## src/rtl/nmea_gga_pkg.sv

```systemverilog
package nmea_gga_pkg;

  localparam int MINUTE_FRAC_DIGITS_DEF = 5;
  localparam logic [4:0] MIN_FIELDS = 5'd15;

  localparam logic [7:0] HEADER_TEXT [6] = '{8'h24, 8'h47, 8'h50, 8'h47, 8'h47, 8'h41};

  localparam logic [7:0] CH_STAR  = 8'h2A;
  localparam logic [7:0] CH_COMMA = 8'h2C;
  localparam logic [7:0] CH_PLUS  = 8'h2B;
  localparam logic [7:0] CH_MINUS = 8'h2D;
  localparam logic [7:0] CH_DOT   = 8'h2E;
  localparam logic [7:0] CH_ZERO  = 8'h30;
  localparam logic [7:0] CH_NINE  = 8'h39;
  localparam logic [7:0] CH_UP_A  = 8'h41;
  localparam logic [7:0] CH_UP_F  = 8'h46;
  localparam logic [7:0] CH_LO_A  = 8'h61;
  localparam logic [7:0] CH_LO_F  = 8'h66;
  localparam logic [7:0] CH_SOUTH = 8'h53;
  localparam logic [7:0] CH_WEST  = 8'h57;

  localparam logic [3:0] FLD_TIME = 4'd1;
  localparam logic [3:0] FLD_LAT  = 4'd2;
  localparam logic [3:0] FLD_NS   = 4'd3;
  localparam logic [3:0] FLD_LON  = 4'd4;
  localparam logic [3:0] FLD_EW   = 4'd5;
  localparam logic [3:0] FLD_QUAL = 4'd6;
  localparam logic [3:0] FLD_SATS = 4'd7;
  localparam logic [3:0] FLD_HDOP = 4'd8;
  localparam logic [3:0] FLD_ALT  = 4'd9;
  localparam logic [3:0] FLD_SEP  = 4'd11;
  localparam logic [3:0] FLD_AGE  = 4'd13;
  localparam logic [3:0] FLD_STN  = 4'd14;

  typedef enum logic [2:0] {
    ERR_NONE,
    ERR_HEADER,
    ERR_CHECKSUM,
    ERR_FIELDS,
    ERR_NUMBER
  } err_t;

  function automatic logic [31:0] pow10(input int n);
    logic [31:0] r;
    r = 32'd1;
    for (int i = 0; i < n; i++) r = r * 32'd10;
    return r;
  endfunction

endpackage

```

## src/rtl/nmea_gga_sentence_parser.sv

```systemverilog
// channel | signals                                   | direction
// input   | in_valid, in_stall, char_byte,            | one character per request
//         | end_of_sentence                           |
// output  | out_valid, out_stall, error_code ...      | one result per sentence
//         | diff_station_id                           |
// One character is taken every cycle while in_stall is low; the conversion pipe is three
// registers deep (p1, p2, p3) plus the result register, which a result passes in that order.
// Reset clears the parser, the decoded fields (hdop to 99.9), the pipe valids and out_valid.
// in_stall rises only while a finished result is in the last pipe stage and the
// result register holds an untaken result under out_stall.
module nmea_gga_sentence_parser #(
  parameter int MINUTE_FRAC_DIGITS = nmea_gga_pkg::MINUTE_FRAC_DIGITS_DEF
) (
  input  logic               clk,
  input  logic               rst,
  input  logic               in_valid,
  output logic               in_stall,
  input  logic [7:0]         char_byte,
  input  logic               end_of_sentence,
  output logic               out_valid,
  input  logic               out_stall,
  output logic [2:0]         error_code,
  output logic [23:0]        utc_hundredths,
  output logic signed [30:0] latitude_e7,
  output logic signed [31:0] longitude_e7,
  output logic [3:0]         fix_quality,
  output logic [6:0]         satellite_count,
  output logic [13:0]        hdop_tenths,
  output logic signed [20:0] altitude_dm,
  output logic signed [17:0] geoid_sep_dm,
  output logic [13:0]        diff_age_tenths,
  output logic [9:0]         diff_station_id
);

  localparam int FK  = (MINUTE_FRAC_DIGITS > 2) ? MINUTE_FRAC_DIGITS : 2;
  localparam int FCW = $clog2(FK + 1);
  localparam logic [28:0] RECIP15 = 29'd286331154;

  typedef enum logic [2:0] {PH_HEADER, PH_BODY, PH_CK1, PH_CK2, PH_TAIL} phase_t;

  typedef struct packed {
    logic                 valid;
    logic                 fin;
    nmea_gga_pkg::err_t   err;
    logic [1:0]           hemi;
    logic                 emit;
    logic [3:0]           idx;
    logic                 neg;
    logic                 big;
    logic [5:0][3:0]      ipd;
    logic [FK-1:0][3:0]   fd;
  } p1_t;

  typedef struct packed {
    logic                 valid;
    logic                 fin;
    nmea_gga_pkg::err_t   err;
    logic [1:0]           hemi;
    logic                 emit;
    logic [3:0]           idx;
    logic                 neg;
    logic [31:0]          val;
    logic [7:0]           deg;
    logic [27:0]          z;
  } p2_t;

  typedef struct packed {
    logic                 valid;
    logic                 fin;
    nmea_gga_pkg::err_t   err;
    logic [1:0]           hemi;
    logic                 emit;
    logic [3:0]           idx;
    logic                 neg;
    logic [31:0]          val;
    logic [30:0]          deg_e7;
    logic [24:0]          q;
  } p3_t;

  // parser state
  phase_t             ph, ph_next;
  logic [2:0]         hdr_pos, hdr_pos_next;
  logic               hdr_err, hdr_err_next;
  logic               csum_err, csum_err_next;
  logic               num_err, num_err_next;
  logic [4:0]         fld, fld_next;
  logic [1:0]         cif, cif_next;
  logic [7:0]         xr, xr_next;
  logic [7:0]         rx, rx_next;
  logic               neg, neg_next;
  logic               dig, dig_next;
  logic               dot, dot_next;
  logic               bad, bad_next;
  logic               first_s, first_s_next;
  logic               first_w, first_w_next;
  logic [5:0][3:0]    ipd, ipd_next;
  logic               big, big_next;
  logic [FK-1:0][3:0] fd, fd_next;
  logic [FCW-1:0]     fcnt, fcnt_next;
  logic [1:0]         hemi, hemi_next;

  logic               accept, adv, emit, do_close;
  logic [3:0]         cidx;
  logic [3:0]         dval;
  logic [4:0]         hexv;
  nmea_gga_pkg::err_t err_now;

  p1_t p1, p1_next;
  p2_t p2, p2_next;
  p3_t p3, p3_next;

  // decoded fields
  logic [23:0] dec_time;
  logic [30:0] dec_lat;
  logic [31:0] dec_lon;
  logic [3:0]  dec_qual;
  logic [6:0]  dec_sats;
  logic [13:0] dec_hdop;
  logic [20:0] dec_alt;
  logic [17:0] dec_sep;
  logic [13:0] dec_age;
  logic [9:0]  dec_stn;

  logic [31:0] mag;
  logic [30:0] lat_v;
  logic [31:0] lon_v;

  function automatic logic [4:0] hex_dec(input logic [7:0] c);
    logic [4:0] r;
    r = 5'd0;
    if (c >= nmea_gga_pkg::CH_ZERO && c <= nmea_gga_pkg::CH_NINE) begin
      r = {1'b1, 4'(c - nmea_gga_pkg::CH_ZERO)};
    end else if (c >= nmea_gga_pkg::CH_UP_A && c <= nmea_gga_pkg::CH_UP_F) begin
      r = {1'b1, 4'(c - nmea_gga_pkg::CH_UP_A + 8'd10)};
    end else if (c >= nmea_gga_pkg::CH_LO_A && c <= nmea_gga_pkg::CH_LO_F) begin
      r = {1'b1, 4'(c - nmea_gga_pkg::CH_LO_A + 8'd10)};
    end
    return r;
  endfunction

  assign adv      = !(p3.valid && p3.fin && out_valid && out_stall);
  assign in_stall = !adv;
  assign accept   = in_valid && adv;
  assign dval     = 4'(char_byte - nmea_gga_pkg::CH_ZERO);
  assign hexv     = hex_dec(char_byte);
  assign cidx     = fld[3:0];

  // parser
  always_comb begin
    ph_next       = ph;
    hdr_pos_next  = hdr_pos;
    hdr_err_next  = hdr_err;
    csum_err_next = csum_err;
    num_err_next  = num_err;
    fld_next      = fld;
    cif_next      = cif;
    xr_next       = xr;
    rx_next       = rx;
    neg_next      = neg;
    dig_next      = dig;
    dot_next      = dot;
    bad_next      = bad;
    first_s_next  = first_s;
    first_w_next  = first_w;
    ipd_next      = ipd;
    big_next      = big;
    fd_next       = fd;
    fcnt_next     = fcnt;
    hemi_next     = hemi;
    do_close      = 1'b0;
    emit          = 1'b0;
    err_now       = nmea_gga_pkg::ERR_NONE;
    p1_next       = p1;
    p1_next.valid = 1'b0;

    if (accept) begin
      unique case (ph)
        PH_HEADER: begin
          if (char_byte != nmea_gga_pkg::HEADER_TEXT[hdr_pos]) hdr_err_next = 1'b1;
          if (hdr_pos != 3'd0) xr_next = xr ^ char_byte;
          hdr_pos_next = hdr_pos + 3'd1;
          if (hdr_pos == 3'd5) ph_next = PH_BODY;
        end
        PH_BODY: begin
          if (char_byte == nmea_gga_pkg::CH_STAR) begin
            do_close = fld < nmea_gga_pkg::MIN_FIELDS;
            ph_next  = PH_CK1;
          end else begin
            xr_next = xr ^ char_byte;
            if (char_byte == nmea_gga_pkg::CH_COMMA) begin
              do_close = fld < nmea_gga_pkg::MIN_FIELDS;
              if (fld != 5'd31) fld_next = fld + 5'd1;
              cif_next     = 2'd0;
              neg_next     = 1'b0;
              dig_next     = 1'b0;
              dot_next     = 1'b0;
              bad_next     = 1'b0;
              first_s_next = 1'b0;
              first_w_next = 1'b0;
              ipd_next     = '0;
              big_next     = 1'b0;
              fd_next      = '0;
              fcnt_next    = '0;
            end else if (fld != 5'd0) begin
              if (cif == 2'd0) begin
                first_s_next = char_byte == nmea_gga_pkg::CH_SOUTH;
                first_w_next = char_byte == nmea_gga_pkg::CH_WEST;
              end
              if (cif == 2'd0 && (char_byte == nmea_gga_pkg::CH_PLUS ||
                                  char_byte == nmea_gga_pkg::CH_MINUS)) begin
                if (char_byte == nmea_gga_pkg::CH_MINUS) neg_next = 1'b1;
              end else if (char_byte >= nmea_gga_pkg::CH_ZERO &&
                           char_byte <= nmea_gga_pkg::CH_NINE) begin
                dig_next = 1'b1;
                if (dot) begin
                  if (fcnt < FCW'(FK)) begin
                    for (int i = 0; i < FK; i++) begin
                      if (fcnt == FCW'(i)) fd_next[i] = dval;
                    end
                    fcnt_next = fcnt + 1'b1;
                  end
                end else begin
                  if (ipd[5] != 4'd0) big_next = 1'b1;
                  ipd_next = {ipd[4:0], dval};
                end
              end else if (char_byte == nmea_gga_pkg::CH_DOT && !dot) begin
                dot_next = 1'b1;
              end else begin
                bad_next = 1'b1;
              end
              if (cif != 2'd2) cif_next = cif + 2'd1;
            end
          end
        end
        PH_CK1, PH_CK2: begin
          if (!hexv[4]) csum_err_next = 1'b1;
          else rx_next = {rx[3:0], hexv[3:0]};
          ph_next = (ph == PH_CK1) ? PH_CK2 : PH_TAIL;
        end
        PH_TAIL: begin
        end
        default: begin
        end
      endcase

      if (do_close) begin
        if (cidx == nmea_gga_pkg::FLD_NS && cif == 2'd1 && first_s) hemi_next[0] = 1'b1;
        if (cidx == nmea_gga_pkg::FLD_EW && cif == 2'd1 && first_w) hemi_next[1] = 1'b1;
        case (cidx)
          nmea_gga_pkg::FLD_TIME, nmea_gga_pkg::FLD_LAT, nmea_gga_pkg::FLD_LON,
          nmea_gga_pkg::FLD_QUAL, nmea_gga_pkg::FLD_SATS, nmea_gga_pkg::FLD_HDOP,
          nmea_gga_pkg::FLD_ALT, nmea_gga_pkg::FLD_SEP, nmea_gga_pkg::FLD_AGE,
          nmea_gga_pkg::FLD_STN: begin
            if (cif == 2'd0) begin
              if (cidx == nmea_gga_pkg::FLD_LAT || cidx == nmea_gga_pkg::FLD_LON)
                num_err_next = 1'b1;
            end else if (bad || !dig) begin
              num_err_next = 1'b1;
            end else begin
              emit = 1'b1;
            end
          end
          default: begin
          end
        endcase
      end

      if (ph_next == PH_HEADER || hdr_err_next) err_now = nmea_gga_pkg::ERR_HEADER;
      else if (ph_next != PH_TAIL || csum_err_next || rx_next != xr_next)
        err_now = nmea_gga_pkg::ERR_CHECKSUM;
      else if (fld_next < nmea_gga_pkg::MIN_FIELDS - 5'd1) err_now = nmea_gga_pkg::ERR_FIELDS;
      else if (num_err_next) err_now = nmea_gga_pkg::ERR_NUMBER;

      p1_next.valid = emit || end_of_sentence;
      p1_next.fin   = end_of_sentence;
      p1_next.err   = err_now;
      p1_next.hemi  = hemi_next;
      p1_next.emit  = emit;
      p1_next.idx   = cidx;
      p1_next.neg   = neg;
      p1_next.big   = big;
      p1_next.ipd   = ipd;
      p1_next.fd    = fd;

      if (end_of_sentence) begin
        ph_next       = PH_HEADER;
        hdr_pos_next  = 3'd0;
        hdr_err_next  = 1'b0;
        csum_err_next = 1'b0;
        num_err_next  = 1'b0;
        fld_next      = 5'd0;
        cif_next      = 2'd0;
        xr_next       = 8'd0;
        rx_next       = 8'd0;
        neg_next      = 1'b0;
        dig_next      = 1'b0;
        dot_next      = 1'b0;
        bad_next      = 1'b0;
        first_s_next  = 1'b0;
        first_w_next  = 1'b0;
        ipd_next      = '0;
        big_next      = 1'b0;
        fd_next       = '0;
        fcnt_next     = '0;
        hemi_next     = 2'd0;
      end
    end
  end

  // stage 2: digit conversion and saturation
  logic [20:0] ipv;
  logic [24:0] tm;
  logic [26:0] traw;
  logic [13:0] dv;
  logic [29:0] xsum;
  logic [29:0] ysum;

  always_comb begin
    ipv = p1.big ? 21'd1000000 :
          21'(p1.ipd[0]) + 21'(p1.ipd[1]) * 21'd10 + 21'(p1.ipd[2]) * 21'd100 +
          21'(p1.ipd[3]) * 21'd1000 + 21'(p1.ipd[4]) * 21'd10000 +
          21'(p1.ipd[5]) * 21'd100000;
    tm = 25'(ipv) * 25'd10 + 25'(p1.fd[0]);
    traw = (27'(p1.ipd[5]) * 27'd10 + 27'(p1.ipd[4])) * 27'd360000 +
           (27'(p1.ipd[3]) * 27'd10 + 27'(p1.ipd[2])) * 27'd6000 +
           (27'(p1.ipd[1]) * 27'd10 + 27'(p1.ipd[0])) * 27'd100 +
           27'(p1.fd[0]) * 27'd10 + 27'(p1.fd[1]);
    dv = 14'(p1.ipd[5]) * 14'd1000 + 14'(p1.ipd[4]) * 14'd100 +
         14'(p1.ipd[3]) * 14'd10 + 14'(p1.ipd[2]);
    xsum = (30'(p1.ipd[1]) * 30'd10 + 30'(p1.ipd[0])) * 30'd10000000;
    for (int i = 0; i < MINUTE_FRAC_DIGITS; i++) begin
      xsum = xsum + 30'(p1.fd[i]) * 30'(nmea_gga_pkg::pow10(6 - i));
    end
    ysum = xsum + 30'd30;

    p2_next       = '0;
    p2_next.valid = p1.valid;
    p2_next.fin   = p1.fin;
    p2_next.err   = p1.err;
    p2_next.hemi  = p1.hemi;
    p2_next.emit  = p1.emit;
    p2_next.idx   = p1.idx;
    p2_next.neg   = p1.neg;
    p2_next.deg   = (p1.big || dv > 14'd180) ? 8'd180 : dv[7:0];
    p2_next.z     = ysum[29:2];
    case (p1.idx)
      nmea_gga_pkg::FLD_TIME:
        p2_next.val = p1.neg ? 32'd0 :
                      (p1.big || traw > 27'd8639999) ? 32'd8639999 : 32'(traw);
      nmea_gga_pkg::FLD_QUAL:
        p2_next.val = p1.neg ? 32'd0 : (ipv > 21'd15) ? 32'd15 : 32'(ipv);
      nmea_gga_pkg::FLD_SATS:
        p2_next.val = p1.neg ? 32'd0 : (ipv > 21'd99) ? 32'd99 : 32'(ipv);
      nmea_gga_pkg::FLD_STN:
        p2_next.val = p1.neg ? 32'd0 : (ipv > 21'd1023) ? 32'd1023 : 32'(ipv);
      nmea_gga_pkg::FLD_HDOP, nmea_gga_pkg::FLD_AGE:
        p2_next.val = p1.neg ? 32'd0 : (tm > 25'd9999) ? 32'd9999 : 32'(tm);
      nmea_gga_pkg::FLD_ALT:
        p2_next.val = p1.neg ? 32'd0 - ((tm > 25'd99999) ? 32'd99999 : 32'(tm)) :
                      (tm > 25'd999999) ? 32'd999999 : 32'(tm);
      nmea_gga_pkg::FLD_SEP:
        p2_next.val = p1.neg ? 32'd0 - ((tm > 25'd99999) ? 32'd99999 : 32'(tm)) :
                      (tm > 25'd99999) ? 32'd99999 : 32'(tm);
      default: p2_next.val = 32'd0;
    endcase
  end

  // stage 3: minutes divided by 60 through a reciprocal, degrees scaled
  logic [56:0] prod;

  always_comb begin
    prod          = 57'(p2.z) * 57'(RECIP15);
    p3_next.valid = p2.valid;
    p3_next.fin   = p2.fin;
    p3_next.err   = p2.err;
    p3_next.hemi  = p2.hemi;
    p3_next.emit  = p2.emit;
    p3_next.idx   = p2.idx;
    p3_next.neg   = p2.neg;
    p3_next.val   = p2.val;
    p3_next.deg_e7 = 31'(p2.deg) * 31'd10000000;
    p3_next.q     = prod[56:32];
  end

  always_comb begin
    mag = 32'(p3.deg_e7) + 32'(p3.q);
    if (p3.idx == nmea_gga_pkg::FLD_LAT) begin
      if (mag > 32'd900000000) mag = 32'd900000000;
    end else if (mag > 32'd1800000000) begin
      mag = 32'd1800000000;
    end
    lat_v = p3.neg ? 31'd0 - mag[30:0] : mag[30:0];
    lon_v = p3.neg ? 32'd0 - mag : mag;
  end

  always_ff @(posedge clk) begin
    if (rst) begin
      ph        <= PH_HEADER;
      hdr_pos   <= 3'd0;
      hdr_err   <= 1'b0;
      csum_err  <= 1'b0;
      num_err   <= 1'b0;
      fld       <= 5'd0;
      cif       <= 2'd0;
      xr        <= 8'd0;
      rx        <= 8'd0;
      neg       <= 1'b0;
      dig       <= 1'b0;
      dot       <= 1'b0;
      bad       <= 1'b0;
      first_s   <= 1'b0;
      first_w   <= 1'b0;
      ipd       <= '0;
      big       <= 1'b0;
      fd        <= '0;
      fcnt      <= '0;
      hemi      <= 2'd0;
      p1        <= '0;
      p2        <= '0;
      p3        <= '0;
      out_valid <= 1'b0;
      dec_time  <= '0;
      dec_lat   <= '0;
      dec_lon   <= '0;
      dec_qual  <= '0;
      dec_sats  <= '0;
      dec_hdop  <= 14'd999;
      dec_alt   <= '0;
      dec_sep   <= '0;
      dec_age   <= '0;
      dec_stn   <= '0;
    end else begin
      ph       <= ph_next;
      hdr_pos  <= hdr_pos_next;
      hdr_err  <= hdr_err_next;
      csum_err <= csum_err_next;
      num_err  <= num_err_next;
      fld      <= fld_next;
      cif      <= cif_next;
      xr       <= xr_next;
      rx       <= rx_next;
      neg      <= neg_next;
      dig      <= dig_next;
      dot      <= dot_next;
      bad      <= bad_next;
      first_s  <= first_s_next;
      first_w  <= first_w_next;
      ipd      <= ipd_next;
      big      <= big_next;
      fd       <= fd_next;
      fcnt     <= fcnt_next;
      hemi     <= hemi_next;
      if (out_valid && !out_stall) out_valid <= 1'b0;
      if (adv) begin
        p1 <= p1_next;
        p2 <= p2_next;
        p3 <= p3_next;
        if (p3.valid && p3.emit) begin
          case (p3.idx)
            nmea_gga_pkg::FLD_TIME: dec_time <= p3.val[23:0];
            nmea_gga_pkg::FLD_LAT:  dec_lat  <= lat_v;
            nmea_gga_pkg::FLD_LON:  dec_lon  <= lon_v;
            nmea_gga_pkg::FLD_QUAL: dec_qual <= p3.val[3:0];
            nmea_gga_pkg::FLD_SATS: dec_sats <= p3.val[6:0];
            nmea_gga_pkg::FLD_HDOP: dec_hdop <= p3.val[13:0];
            nmea_gga_pkg::FLD_ALT:  dec_alt  <= p3.val[20:0];
            nmea_gga_pkg::FLD_SEP:  dec_sep  <= p3.val[17:0];
            nmea_gga_pkg::FLD_AGE:  dec_age  <= p3.val[13:0];
            nmea_gga_pkg::FLD_STN:  dec_stn  <= p3.val[9:0];
            default: begin
            end
          endcase
        end
        if (p3.valid && p3.fin) begin
          out_valid  <= 1'b1;
          error_code <= p3.err;
          if (p3.err == nmea_gga_pkg::ERR_NONE) begin
            utc_hundredths  <= dec_time;
            latitude_e7     <= p3.hemi[0] ? 31'd0 - dec_lat : dec_lat;
            longitude_e7    <= p3.hemi[1] ? 32'd0 - dec_lon : dec_lon;
            fix_quality     <= dec_qual;
            satellite_count <= dec_sats;
            hdop_tenths     <= dec_hdop;
            altitude_dm     <= dec_alt;
            geoid_sep_dm    <= dec_sep;
            diff_age_tenths <= dec_age;
            diff_station_id <= dec_stn;
          end else begin
            utc_hundredths  <= '0;
            latitude_e7     <= '0;
            longitude_e7    <= '0;
            fix_quality     <= '0;
            satellite_count <= '0;
            hdop_tenths     <= '0;
            altitude_dm     <= '0;
            geoid_sep_dm    <= '0;
            diff_age_tenths <= '0;
            diff_station_id <= '0;
          end
          dec_time <= '0;
          dec_lat  <= '0;
          dec_lon  <= '0;
          dec_qual <= '0;
          dec_sats <= '0;
          dec_hdop <= 14'd999;
          dec_alt  <= '0;
          dec_sep  <= '0;
          dec_age  <= '0;
          dec_stn  <= '0;
        end
      end
    end
  end

endmodule
```

## config.mk

```make
export PLATFORM = sky130hd
export DESIGN_NAME = nmea_gga_sentence_parser
export DESIGN_NICKNAME = d
export VERILOG_FILES = /design/src/rtl/nmea_gga_pkg.sv /design/src/rtl/nmea_gga_sentence_parser.sv
export SDC_FILE = /design/constraint.sdc
export NUM_CORES = 2
export LEC_CHECK = 0
export ABC_CLOCK_PERIOD_IN_PS = 15350
export BUFFER_PORTS_ARGS = -buffer_cell sky130_fd_sc_hd__buf_2
export CAP_MARGIN = 20
export CORE_MARGIN = 1
export CORE_UTILIZATION = 45
export CTS_CLUSTER_SIZE = 30
export DETAILED_ROUTE_END_ITERATION = 8
export RECOVER_POWER = 50
export SETUP_SLACK_MARGIN = 0.05
export SYNTH_ARGS = -nofsm -noshare
export SYNTH_HDL_FRONTEND = slang
export SYNTH_SLANG_ARGS = --single-unit
```

## constraint.sdc

```tcl
create_clock -name clk -period 15.35 [get_ports clk]
set_input_delay 0.7675 -clock clk [delete_from_list [all_inputs] [get_ports clk]]
set_output_delay 0.7675 -clock clk [all_outputs]
set_load 0.05 [all_outputs]
```

==> results.toml <==
[job]
cap_violations = 10

[run_status]
status = "complete, but fails checks"
violations = "max-capacitance violations, max-slew violations"

[timing]
period_share = 0.777
final.min_clock_period_ps = 11930
final_max_slew_viol_count = 599
whs_ps = 393
fin_setup_tns_ps = 0
fmax_ghz = 0.0838
setup_viol = 0
rsz0062_at_grt = "no"
finClkSkew_ps = 51.8
max_slew_margin = -1.55
hold_viol = 0
tightestPinTransition_ps = 3830

[grt]
grt.total_usage = 0.236
antenna_found_initial = 0
grt-ovfl-total = 0
grt_max_degree = 91
first_global_vias = 45246
grt_pass1_wl_um = 249000

[clock_tree]
root_buffer = "clkbuf_16"
cts_resized = 0
post-cts-setup-buffers = 0
cts_tree = "built"
clk_latency_ps = 700
holdBufCountCts = 0
clkTransAtPathRegs_ps = 60
cts_buffers = 77
cts.path.max_buffers = 3
ctsHtreeMaxLevel = 3
clkSinkCount = 659

[routing]
drtPass1Iterations = 5
drtAntennaViolNets = 0
drtIter0Drc = 2780
drc = 0
route.vias.total = 45952
wirelength_um = 156000
viasPerCell = 5.39
wl_per_cell_um = 18.3

[min_path]
holdPathStages = 3
hp-class = "in -> reg"

[synth]
synth_top_area_share = 0.183
synth_ff_type = "dfxtp_1"
syn_nets = 7870
synth-seq-cells = 659
yosys_warnings = 0
synth.area.top_cells = "ha_1 (18%), dfxtp_1 (16%), fa_1 (13%)"
synth_edf_count = 178
synth.avg_cell_area_um2 = 8.87
syn_inst = 6621
synth_seq_area_share = 0.255
synth_cell_types = 102
synth_area_leader_cell = "ha_1"
async_flop_share = 0
syn_area_um2 = 58800

[layout]
area_growth_pct = 8.86
nNetsFinal = 7964
multiInputGateArea_um2 = 39900
antenna_cells = 0
drive_above_1_share = 0.0401
regArea_um2 = 15000
fillers = 12618

[worst_setup_path]
max_stage_delay_ps = 660
end_kind = "register"
cp.required_ps = 15890
reg2regPathDepth = 40
arrival_ps = 12470
worstPathMaxFanout = 17
cp_top_family = "simple AND/OR/NAND/NOR gates"
critPathLaunchType = "register"
critPathBufInv = 3
critical_path_cell_count = 40
worstSetupPathType = "reg -> reg"
cp_common_cell = "ha_1"
slowest_stage = "fa_1"

[floorplan]
core-area_um2 = 129000
dieArea_um2 = 132000
num_rows = 132
die_w_um = 363
ios = 193
dieHeight_um = 363
start_util = 0.454

[pwr]
p_per_area_nw_per_um2 = 63.0
p_clk_frac = 0.482
seq_power_share = 0.446
p_int_w = 0.00302
combPwrFrac = 0.073
ir_drop_uv = 68.7
power_leakage_nw = 30.6
p_sw_w = 0.00101
swShare = 0.250

[place]
hpwl_um = 123000
io_buffers = 192
routabilityCongestion = 0.908
==> tightest hold or removal path, delay by kind of cell <==
family                 cells  cell delay, ps
buffers and inverters      1             120
and+or+nand+nor            1              70
AOI/OAI and AO/OA          1              60
==> metrics by stage <==
stage          setup slack [ps]   util  area (um^2)  instances  power, W
2_1_floorplan              4550      -        58800       6621   0.00204
3_3_place_gp               3700  0.475        61500       8375   0.00213
3_5_place_dp               3590  0.475        61500       8375   0.00213
4_1_cts                    3440  0.496        64200       8518   0.00408
5_1_grt                    2570  0.494        64000       8521   0.00418
6_report                   3420  0.494        64000       8521   0.00403
==> cells in the mapped netlist, types with 149 or more instances <==
master    count
nand2_1     664
clkbuf_1    200
inv_1       800
o21ai_0     232
fa_1        375
a21oi_1     525
nor2_1      477
xnor2_1     222
ha_1        861
and2_1      149
edfxtp_1    178
dfxtp_1     481
xor2_1      159
==> sequential cells by signal, indices dropped and copies added (netlist names), 21 cells and up <==
name / count
altitude_dm: 21
dec_alt: 21
p2: 73
p1: 58
p3: 86
dec_lon: 32
latitude_e7: 31
dec_time: 24
dec_lat: 31
utc_hundredths: 24
longitude_e7: 32
ipd: 24
==> layer usage <==
metal  wire length, um  share of wire  vias up  GRT usage
li1                  -              -    22816          -
met1             72000           0.46    22187      0.316
met2             73900           0.48      766      0.402
met3              5100          0.033      183     0.0240
met4              4460          0.029        0     0.0699
met5                 0              0        -          0
==> cells in the final DEF, fill, tap and decap left out, drive strengths merged, types with 222 or more instances in the layout <==
master / netlist / routed
ha: 861 / 861
inv: 800 / 805
nand2: 664 / 664
a21oi: 530 / 530
dfxtp: 481 / 481
nor2: 477 / 477
fa: 375 / 375
clkbuf: 200 / 290
o21ai: 241 / 241
xnor2: 222 / 222
==> power by group through the flow <==
stage / Clock (W) / Sequential [W] / Combinational [W]
floorplan: 0 / 0.00183 / 0.000216
CTS: 0.00198 / 0.00180 / 0.000297
global placement: 0 / 0.00183 / 0.000292
detailed placement: 0 / 0.00183 / 0.000294
finish: 0.00194 / 0.00180 / 0.000294
global route: 0.00205 / 0.00180 / 0.000334
==> final timing paths <==
| kind | start | end | slack (ps) |
|---|---|---|---|
| max reg2reg | p1[33] | p2[52] | 3420 |
| max | p1[33] | p2[52] | 3420 |
| min reg2reg | p2[71] | p3[91] | 440 |
| min | out_stall | out_valid | 390 |
==> cells by family (layout without fill, tap and decap cells) <==
family,after synthesis,after routing,share of synthesized area
muxes,92,92,0.0157
DFF,659,659,0.255
AOI/OAI and AO/OA,1363,1363,0.148
xor gates and xnor gates,382,382,0.0572
adders and majority gates,1236,1236,0.311
buffers and inverters,1042,1200,0.0671
and+or+nand+nor,1847,1847,0.147
==> cell type report <==
type / count / share of cell area
clock buffer: 100 / 0.0327
clock inverter: 43 / 0.00947
inverter: 802 / 0.0471
multi-input combinational: 4920 / 0.624
sequential: 659 / 0.234
tap: 1742 / 0.0341
timing repair buffer: 255 / 0.0186
No activity file was read; power rests on OpenSTA's default activity.
